### src/hdl/dtt_pkg.sv
// shared types and codes for the deadline timer table
// no dependencies
package dtt_pkg;

	localparam int NUM_TIMERS = 16;
	localparam int TimeW = 48;
	localparam int PerW  = 32;

	localparam logic [2:0] REQ_ADD     = 3'd0;
	localparam logic [2:0] REQ_CANCEL  = 3'd1;
	localparam logic [2:0] REQ_REFRESH = 3'd2;
	localparam logic [2:0] REQ_RESET   = 3'd3;
	localparam logic [2:0] REQ_SWEEP   = 3'd4;

	localparam logic [1:0] ST_DONE    = 2'd0;
	localparam logic [1:0] ST_REFUSED = 2'd1;
	localparam logic [1:0] ST_FULL    = 2'd2;

	localparam logic [31:0] WINDOW_RESET = 32'd3600000;

	typedef enum logic [3:0] {
		S_IDLE, S_PREP, S_ADJ, S_FRONT, S_ARM, S_PEND, S_SEL,
		S_APPLY, S_MIN, S_FIN, S_EMIT
	} state_t;

	typedef struct packed {
		logic lt;
		logic eq;
	} cmp_t;

endpackage

### src/hdl/dtt_alu.sv
// shared 48-bit adder and magnitude comparator for the timer table sequencer
// depends on dtt_pkg
module dtt_alu import dtt_pkg::*; (
	input  logic [TimeW-1:0] add_a,
	input  logic [TimeW-1:0] add_b,
	input  logic [TimeW-1:0] cmp_a,
	input  logic [TimeW-1:0] cmp_b,
	output logic [TimeW-1:0] sum,
	output cmp_t             cmp
);
	assign sum    = add_a + add_b;
	assign cmp.lt = cmp_a < cmp_b;
	assign cmp.eq = cmp_a == cmp_b;
endmodule

### config.mk
export PLATFORM = sky130hd
export DESIGN_NAME = dtt_alu
export DESIGN_NICKNAME = d
export VERILOG_FILES = /design/src/hdl/dtt_pkg.sv /design/src/hdl/dtt_alu.sv
export SDC_FILE = /design/constraint.sdc
export NUM_CORES = 1
export LEC_CHECK = 0
export BUFFER_PORTS_ARGS = -buffer_cell sky130_fd_sc_hd__buf_2
export CAP_MARGIN = 40
export CORE_AREA = 2 2 95 97
export DETAILED_ROUTE_END_ITERATION = 10
export DIE_AREA = 0 0 97 99
export PLACE_DENSITY = 0.84
export SLEW_MARGIN = 20
export SYNTH_ARGS = -nofsm -noshare
export SYNTH_HDL_FRONTEND = slang
export SYNTH_SLANG_ARGS = --single-unit
export TNS_END_PERCENT = 10
### constraint.sdc
create_clock -name vclk -period 13.4
set_input_delay 3.35 -clock vclk [all_inputs]
set_output_delay 3.35 -clock vclk [all_outputs]
set_load 0.05 [all_outputs]
==> qor.txt, run 1 <==
crit path DAT - 6.19 ns
sequential standard cell area - 0 um2
worst-margin pin slew - 0.730 ns
violation count after the first detailed-routing iteration - 142
post-CTS setup repair buffer count - 0
area leader, netlist - ha_1
Die X - 97 um
Power Dens Cells - 67.7 nW/um2
sequential area share after synthesis - 0
period utilization - 0.712
Max Cap Viol - 0
Die Ht - 99 um
CP Launch Type - input port
Ys Warns - 0
Mean Syn Cell Area - 7.04 um2
final WL - 12200 um
Critical Path Fanout Max - 4
routed vias/inst - 5.48
number of global-route vias before repair - 4648
antenna viol nets, final - 0
Hold Crit Class - input port to output port
Final Max Slew Viols - 0
Seq cells - 0
synthesized instance count - 546
proportion of layout cells with a drive suffix above 1 - 0.332
fin crit period - 9.54 ns
die footprint - 9600 um2
initial antenna violation count - 1
Starting Density - 0.450
Layout area overhead - 34.1%
CTS Hold Bufs - 0
first-pass GRT wire length - 20300 um
Final nets - 1068
commonest cells after routing, fill and taps aside - 242 x buf_2, 95 x ha_1, 62 x a21oi_1
GRT Total Usage - 0.242
P_leak - 2.98 nW
post_cts resized - 0
fill cell count - 834
Port Buffers - 242
post-synth top area share - 0.309
post-DP HPWL - 11000 um
gp weighted congestion - 0.884
Post-Route Setup TNS - 0 ns
worst rel slew slack - 0.506
fin util - 0.603
Synth Net Count - 834
IO Count - 242
Residual DRC - 0
# rows - 34
via count - 4861
grt ovf - 0
Mapped Area - 3840 um2
largest net degree at the start of global routing - 11
f_max - 105 MHz
post-synth cell types - 50
Req. time, crit path - 10.05 ns
RSZ-0062 raised after global routing - false
commonest non-fill, non-tap cell in the layout - buf_2
Final setup viols - 0
Critical Path Sink Type - output port
Fin. Hold Viols - 0
area of the core - 8550 um2
Pre-antenna DRT Iters - 5
Crit Path Category - input port to output port
clock buffers - 0
Peak VDD IR - 0.0000487 V
top post-synthesis cells by area - ha_1 31%, a21oi_1 8.1%, a21o_1 7.8%
drt wl/cell - 13.7 um
status - finished, final reports clean
## area by class of cell
| type | instances | area [um2] | area share |
|---|---|---|---|
| inverters | 58 | 218 | 0.0422 |
| diodes | 1 | 2.50 | 0.000486 |
| multi-input cells | 478 | 3590 | 0.696 |
| well taps | 108 | 135 | 0.0262 |
| repair buffers | 242 | 1210 | 0.235 |
## synthesized netlist by cell type, drive strengths merged
cell type and instances:
ha 95, a21oi 65, inv 58, a21o 40, o21ai 38, nand2 37
nor2 33, xnor2 26, nand4 21, xor2 18, clkbuf 9, a31oi 8
o211ai 8, and3 7, nand3 7, nand2b 6, nor2b 6, nor3 6
o21a 6, o21bai 5, a211oi 4, a221oi 4, and4 4, or3 4
a31o 3, and2 3, nor4 3, o21ba 3, a221o 2, nand3b 2
o2111ai 2, o31ai 2, a2111oi 1, a211o 1, a21boi 1, a32oi 1
buf 1, fa 1, nor3b 1, o221ai 1, o22ai 1, o311ai 1
or2 1
## metal layers
layer / vias up / global-route usage / routed length [um]
li1: 2478 / - / -
met1: 2152 / 0.298 / 5180
met2: 204 / 0.439 / 5710
met3: 27 / 0.0390 / 965
met4: 0 / 0.0628 / 331
met5: - / 0 / 0
## kinds of logic after synthesis
family,share of synthesized area
AOI/OAI and AO/OA,0.333
xor gates and xnor gates,0.100
adders and majority gates,0.314
buffers and inverters,0.0667
and+or+nand+nor,0.185
## critical path, stage by stage
cell and delay [ns]:
buf_2 0.10, ha_1 0.22, fa_1 0.40, a21o_1 0.19, a221o_1 0.40, a21oi_4 0.22, a2111oi_2 0.11, nor3b_2 0.39
a21oi_1 0.18, a31oi_1 0.22, xnor2_1 0.13, buf_2 0.27
## path summary, 6_finish.rpt
path,slack [ns],cells after the start,to,from
setup / recovery,3.86,12,sum[40],add_a[0]
hold / removal,7.13,3,sum[0],add_b[0]
## report_power, final
group	leakage, nW	switching, W	internal, W	total [W]
Sequential	0	0	0	0
Combinational	2.98	0.000235	0.000114	0.000349
Clock	0.00000634	0	0.00000000000997	0.00000000000998
## through the flow
stage	hold WS (ns)	area, um2	cells	setup WS (ns)	total power (W)
final	7.13	5150	887	3.86	0.000349
after global routing	7.16	5150	887	3.66	0.000377
after CTS	7.13	5150	886	3.90	0.000348
after detailed placement	7.13	5150	886	3.90	0.000346
after global placement	7.12	5150	886	3.91	0.000344
after floorplan	7.07	3840	546	4.00	0.000257
Note: power is estimated with default switching activity, not from simulation.
==> inputs of run 2 (changes only) <==
--- a/config.mk
+++ b/config.mk
@@ -5,12 +5,13 @@
 export SDC_FILE = /design/constraint.sdc
 export NUM_CORES = 1
 export LEC_CHECK = 0
+export ABC_AREA = 1
 export BUFFER_PORTS_ARGS = -buffer_cell sky130_fd_sc_hd__buf_2
 export CAP_MARGIN = 40
-export CORE_AREA = 2 2 95 97
+export CORE_MARGIN = 2
+export CORE_UTILIZATION = 46
 export DETAILED_ROUTE_END_ITERATION = 10
-export DIE_AREA = 0 0 97 99
-export PLACE_DENSITY = 0.84
+export PLACE_DENSITY = 0.81
 export SLEW_MARGIN = 20
 export SYNTH_ARGS = -nofsm -noshare
 export SYNTH_HDL_FRONTEND = slang
==> constraint.sdc (replaced) <==
create_clock -name vclk -period 8.1
set_input_delay 2.025 -clock vclk [all_inputs]
set_output_delay 2.025 -clock vclk [all_outputs]
set_load 0.05 [all_outputs]
==> run 2 against run 1 <==
Against the previous run: highest routed layer unchanged; worst hold slack got worse by 2.7 ns; die area increased by 36%; critical path depth increased by 1; first-iteration DRC count rose to 2.5 times the previous value; final area increased by 36%; sequential share of layout area unchanged; count of clock-buffer cells in the layout is the same; largest cell class unchanged; combinational power rose by 83%.
==> qor.txt, run 2 <==
Critical Path Sink Type - output port
Critical Path Fanout Max - 4
Pre-antenna DRT Iters - 5
final WL - 17000 um
Seq cells - 0
commonest non-fill, non-tap cell in the layout - nand2_1
post-CTS setup repair buffer count - 0
period utilization - 0.738
metal2 WL - 8280 um
CTS Hold Bufs - 0
proportion of layout cells with a drive suffix above 1 - 0.243
Layout area overhead - 24.9%
Mapped Area - 5600 um2
f_max - 167 MHz
Port Buffers - 242
most frequent cell after synthesis - nand2_1
post-synth top area share - 0.285
fin crit period - 5.98 ns
routed vias/inst - 4.74
commonest cells after routing, fill and taps aside - 426 x nand2_1, 265 x inv_1, 242 x buf_2
Peak VDD IR - 0.0000499 V
Critical path destination - sum[46]
sequential area share after synthesis - 0
Residual DRC - 0
worst-margin pin slew - 0.415 ns
Mean Syn Cell Area - 5.09 um2
top post-synthesis cells by area - nand2_1 29%, ha_1 21%, inv_1 18%
Final nets - 1632
clock buffers - 0
Req. time, crit path - 6.08 ns
area of the core - 12000 um2
P_leak - 4.72 nW
die footprint - 13100 um2
crit path DAT - 3.95 ns
Worst Setup SP - add_a[0]
RSZ-0062 raised after global routing - false
most frequent cells after synthesis - 426 x nand2_1, 265 x inv_1, 95 x ha_1
via count - 7058
synthesized instance count - 1100
Hold Crit Class - input port to output port
sequential standard cell area - 0 um2
Final setup viols - 0
post-route insts no fill - 1489
WL met1 - 7240 um
hold-critical path depth - 3
antenna viol nets, final - 0
Sw Share - 0.702
number of global-route vias before repair - 6274
GRT Total Usage - 0.251
initial antenna violation count - 0
Comb pwr share - 1.000
Reg power frac - 0
first-pass GRT wire length - 27300 um
drt wl/cell - 11.4 um
antenna cells - 0
Post-Route Setup TNS - 0 ns
Clk pwr share - 0
Crit Path Category - input port to output port
grt ovf - 0
Max Cap Viol - 0
Die Ht - 114 um
Die X - 114 um
post_cts resized - 0
# rows - 40
Fin. Hold Viols - 0
Power Dens Cells - 91.3 nW/um2
status - finished, final reports clean
post-DP HPWL - 15900 um
min-delay src - add_b[0]
largest net degree at the start of global routing - 7
area leader, netlist - nand2_1
post-synth cell types - 27
gp weighted congestion - 0.942
Ys Warns - 0
violation count after the first detailed-routing iteration - 362
Synth Net Count - 1388
Final Max Slew Viols - 0
Net Sw Power - 0.000448 W
IO Count - 242
CP Launch Type - input port
P_int - 0.000190 W
met3 wire length - 1200 um
Starting Density - 0.469
Placed Cells - 1489
max layer used - met4
worst rel slew slack - 0.722
==> run 2: worst max-delay path: stages <==
cell and delay [ns]:
buf_2 0.10, ha_1 0.24, fa_1 0.45, nand2_1 0.13, nand2_1 0.08, nand3_1 0.07, nand2_1 0.12, nand2_1 0.11
nand2_1 0.08, nand2_1 0.10, nand4_1 0.09, nand2_1 0.09, buf_2 0.26
==> run 2: cell type report <==
type	instances	area [um2]
multi-input cells	825	4570
fillers	1236	4960
inverters	275	1030
well taps	147	184
repair buffers	242	1210
==> run 2: per-stage QoR <==
step | hold slack, ns | utilization | cell area, um2 | setup slack [ns] | total power, W
finish | 4.48 | 0.585 | 7000 | 2.12 | 0.000639
global route | 4.49 | 0.585 | 7000 | 1.99 | 0.000699
CTS | 4.48 | 0.585 | 7000 | 2.11 | 0.000639
floorplan | 4.42 | - | 5600 | 1.78 | 0.000463
detailed placement | 4.48 | 0.585 | 7000 | 2.11 | 0.000637
global placement | 4.48 | 0.585 | 7000 | 2.15 | 0.000631
==> run 2: routing by layer <==
| metal | global-route usage | vias to the layer above |
|---|---|---|
| li1 | - | 3792 |
| met1 | 0.310 | 3039 |
| met2 | 0.474 | 211 |
| met3 | 0.0238 | 16 |
| met4 | 0.0431 | 0 |
| met5 | 0 | - |
==> run 2: power by group through the flow <==
| stage | sequential, W | combinational [W] | clock [W] |
|---|---|---|---|
| floorplan | 0 | 0.000463 | 0 |
| global placement | 0 | 0.000631 | 0 |
| detailed placement | 0 | 0.000637 | 0 |
| CTS | 0 | 0.000639 | 0 |
| global route | 0 | 0.000699 | 0 |
| finish | 0 | 0.000639 | 0 |
==> run 2: cells by family (layout without fill, tap and decap cells) <==
group                    after synthesis  count (layout)  synth area share
AND/OR/NAND/NOR                      633             633             0.493
buffers and inverters                275             517             0.184
adder cells (fa/ha/maj)               96              96             0.216
AO/OA/AOI/OAI                         70              70            0.0670
XOR/XNOR                              26              26            0.0406
==> run 2: worst min-delay path by stage <==
stage	to	slack (ns)
after CTS	sum[0]	4.48
after detailed placement	sum[0]	4.48
final	sum[0]	4.48
after floorplan	sum[0]	4.42
after global placement	sum[0]	4.48
after global routing	sum[0]	4.49
==> inputs of run 3 (changes only) <==
--- a/config.mk
+++ b/config.mk
@@ -9,9 +9,9 @@
 export BUFFER_PORTS_ARGS = -buffer_cell sky130_fd_sc_hd__buf_2
 export CAP_MARGIN = 40
 export CORE_MARGIN = 2
-export CORE_UTILIZATION = 46
+export CORE_UTILIZATION = 51
 export DETAILED_ROUTE_END_ITERATION = 10
-export PLACE_DENSITY = 0.81
+export PLACE_DENSITY = 0.85
 export SLEW_MARGIN = 20
 export SYNTH_ARGS = -nofsm -noshare
 export SYNTH_HDL_FRONTEND = slang
==> constraint.sdc (replaced) <==
create_clock -name vclk -period 6.1
set_input_delay 1.525 -clock vclk [all_inputs]
set_output_delay 1.525 -clock vclk [all_outputs]
set_load 0.05 [all_outputs]
==> run 3 against run 2 <==
Against the previous run: critical path depth unchanged; first-iteration DRC count down 5.2%; die area down 9.5%; setup slack worse by 1.0 ns; core utilization up 6.3 points; combinational power up 33%; via count down 0.16%; cell count down 0.47%; highest routed layer unchanged.
==> qor.txt, run 3 (synthesis results as in run 2) <==
Net Sw Power - 0.000597 W
status - finished, final reports clean
first-pass GRT wire length - 27300 um
gp weighted congestion - 0.958
CTS Hold Bufs - 0
area of the core - 10800 um2
post-CTS setup repair buffer count - 0
Final Max Slew Viols - 0
critical path's largest stage delay - 0.45 ns
antenna viol nets, final - 0
Worst Setup SP - add_a[0]
crit path DAT - 3.47 ns
Seq cells - 0
CP Depth - 13
Comb pwr share - 1.000
Residual DRC - 0
commonest non-fill, non-tap cell in the layout - nand2_1
Critical Path Fanout Max - 4
initial antenna violation count - 0
Pre-antenna DRT Iters - 5
clock buffers - 0
fin util - 0.648
proportion of layout cells with a drive suffix above 1 - 0.243
P_int - 0.000253 W
Clk pwr share - 0
Fin. Hold Viols - 0
fin crit period - 5.00 ns
Sw Share - 0.702
hold-critical path depth - 3
largest net degree at the start of global routing - 7
IO Count - 242
post-DP HPWL - 16000 um
post-route insts no fill - 1482
Die Ht - 109 um
CP bufs+invs - 2
Post-Route Setup TNS - 0 ns
routed vias/inst - 4.76
Peak VDD IR - 0.000140 V
sequential standard cell area - 0 um2
crit path cell chain - buf_2 > ha_1 > fa_1 > nand2_1 > nand2_1 > nand3_1 > nand2_1 > nand2_1 > nand3_2 > nand2_1 > nand3_1 > nand2_1 > buf_2
f_max - 200 MHz
RSZ-0062 raised after global routing - false
period utilization - 0.819
Most common cell on crit path - nand2_1
Hold Crit Class - input port to output port
min-delay src - add_b[0]
worst rel slew slack - 0.720
Max Cap Viol - 0
Final nets - 1632
violation count after the first detailed-routing iteration - 343
final WL - 17100 um
P_leak - 4.72 nW
Placed Cells - 1482
antenna cells - 0
Hold Slack - 3.48 ns
die footprint - 11800 um2
crit-path leading delay family - simple AND/OR/NAND/NOR gates
Starting Density - 0.519
Die X - 109 um
Port Buffers - 242
# rows - 38
CP max-delay cell - fa_1
Layout area overhead - 24.7%
Reg power frac - 0
Power Dens Cells - 122 nW/um2
grt ovf - 0
drt wl/cell - 11.5 um
number of global-route vias before repair - 6350
CP Launch Type - input port
Critical Path Sink Type - output port
GRT Total Usage - 0.284
Crit Path Category - input port to output port
Req. time, crit path - 4.58 ns
worst-margin pin slew - 0.417 ns
commonest cells after routing, fill and taps aside - 426 x nand2_1, 265 x inv_1, 242 x buf_2
Final setup viols - 0
post_cts resized - 0
via count - 7047
run 3: area by class of cell:
cell class,count,area [um2]
Multi-Input combinational cell,825,4570
Fill cell,1084,3800
Timing Repair Buffer,242,1210
Inverter,275,1030
Tap cell,140,175
run 3: stage by stage:
step                area (um2)  worst slack [ns]  power (W)
floorplan                 5600             0.780   0.000615
global placement          6990              1.17   0.000839
detailed placement        6990              1.10   0.000847
CTS                       6990              1.10   0.000850
global route              6990             0.904   0.000933
finish                    6990              1.10   0.000851
run 3: power groups by stage:
| stage | combinational [W] | sequential (W) | clock (W) |
|---|---|---|---|
| final | 0.000851 | 0 | 0 |
| after floorplan | 0.000615 | 0 | 0 |
| after global placement | 0.000839 | 0 | 0 |
| after detailed placement | 0.000847 | 0 | 0 |
| after CTS | 0.000850 | 0 | 0 |
| after global routing | 0.000933 | 0 | 0 |
run 3: per-layer routing:
| metal | vias up | wire length (um) | global-route usage |
|---|---|---|---|
| met5 | - | 0 | 0 |
| met4 | 0 | 344 | 0.0632 |
| met3 | 23 | 1450 | 0.0305 |
| met2 | 256 | 8100 | 0.520 |
| met1 | 2977 | 7200 | 0.355 |
| li1 | 3791 | - | - |
run 3: worst paths after layout:
path	endpoint
setup / recovery	sum[40]
hold / removal	sum[0]
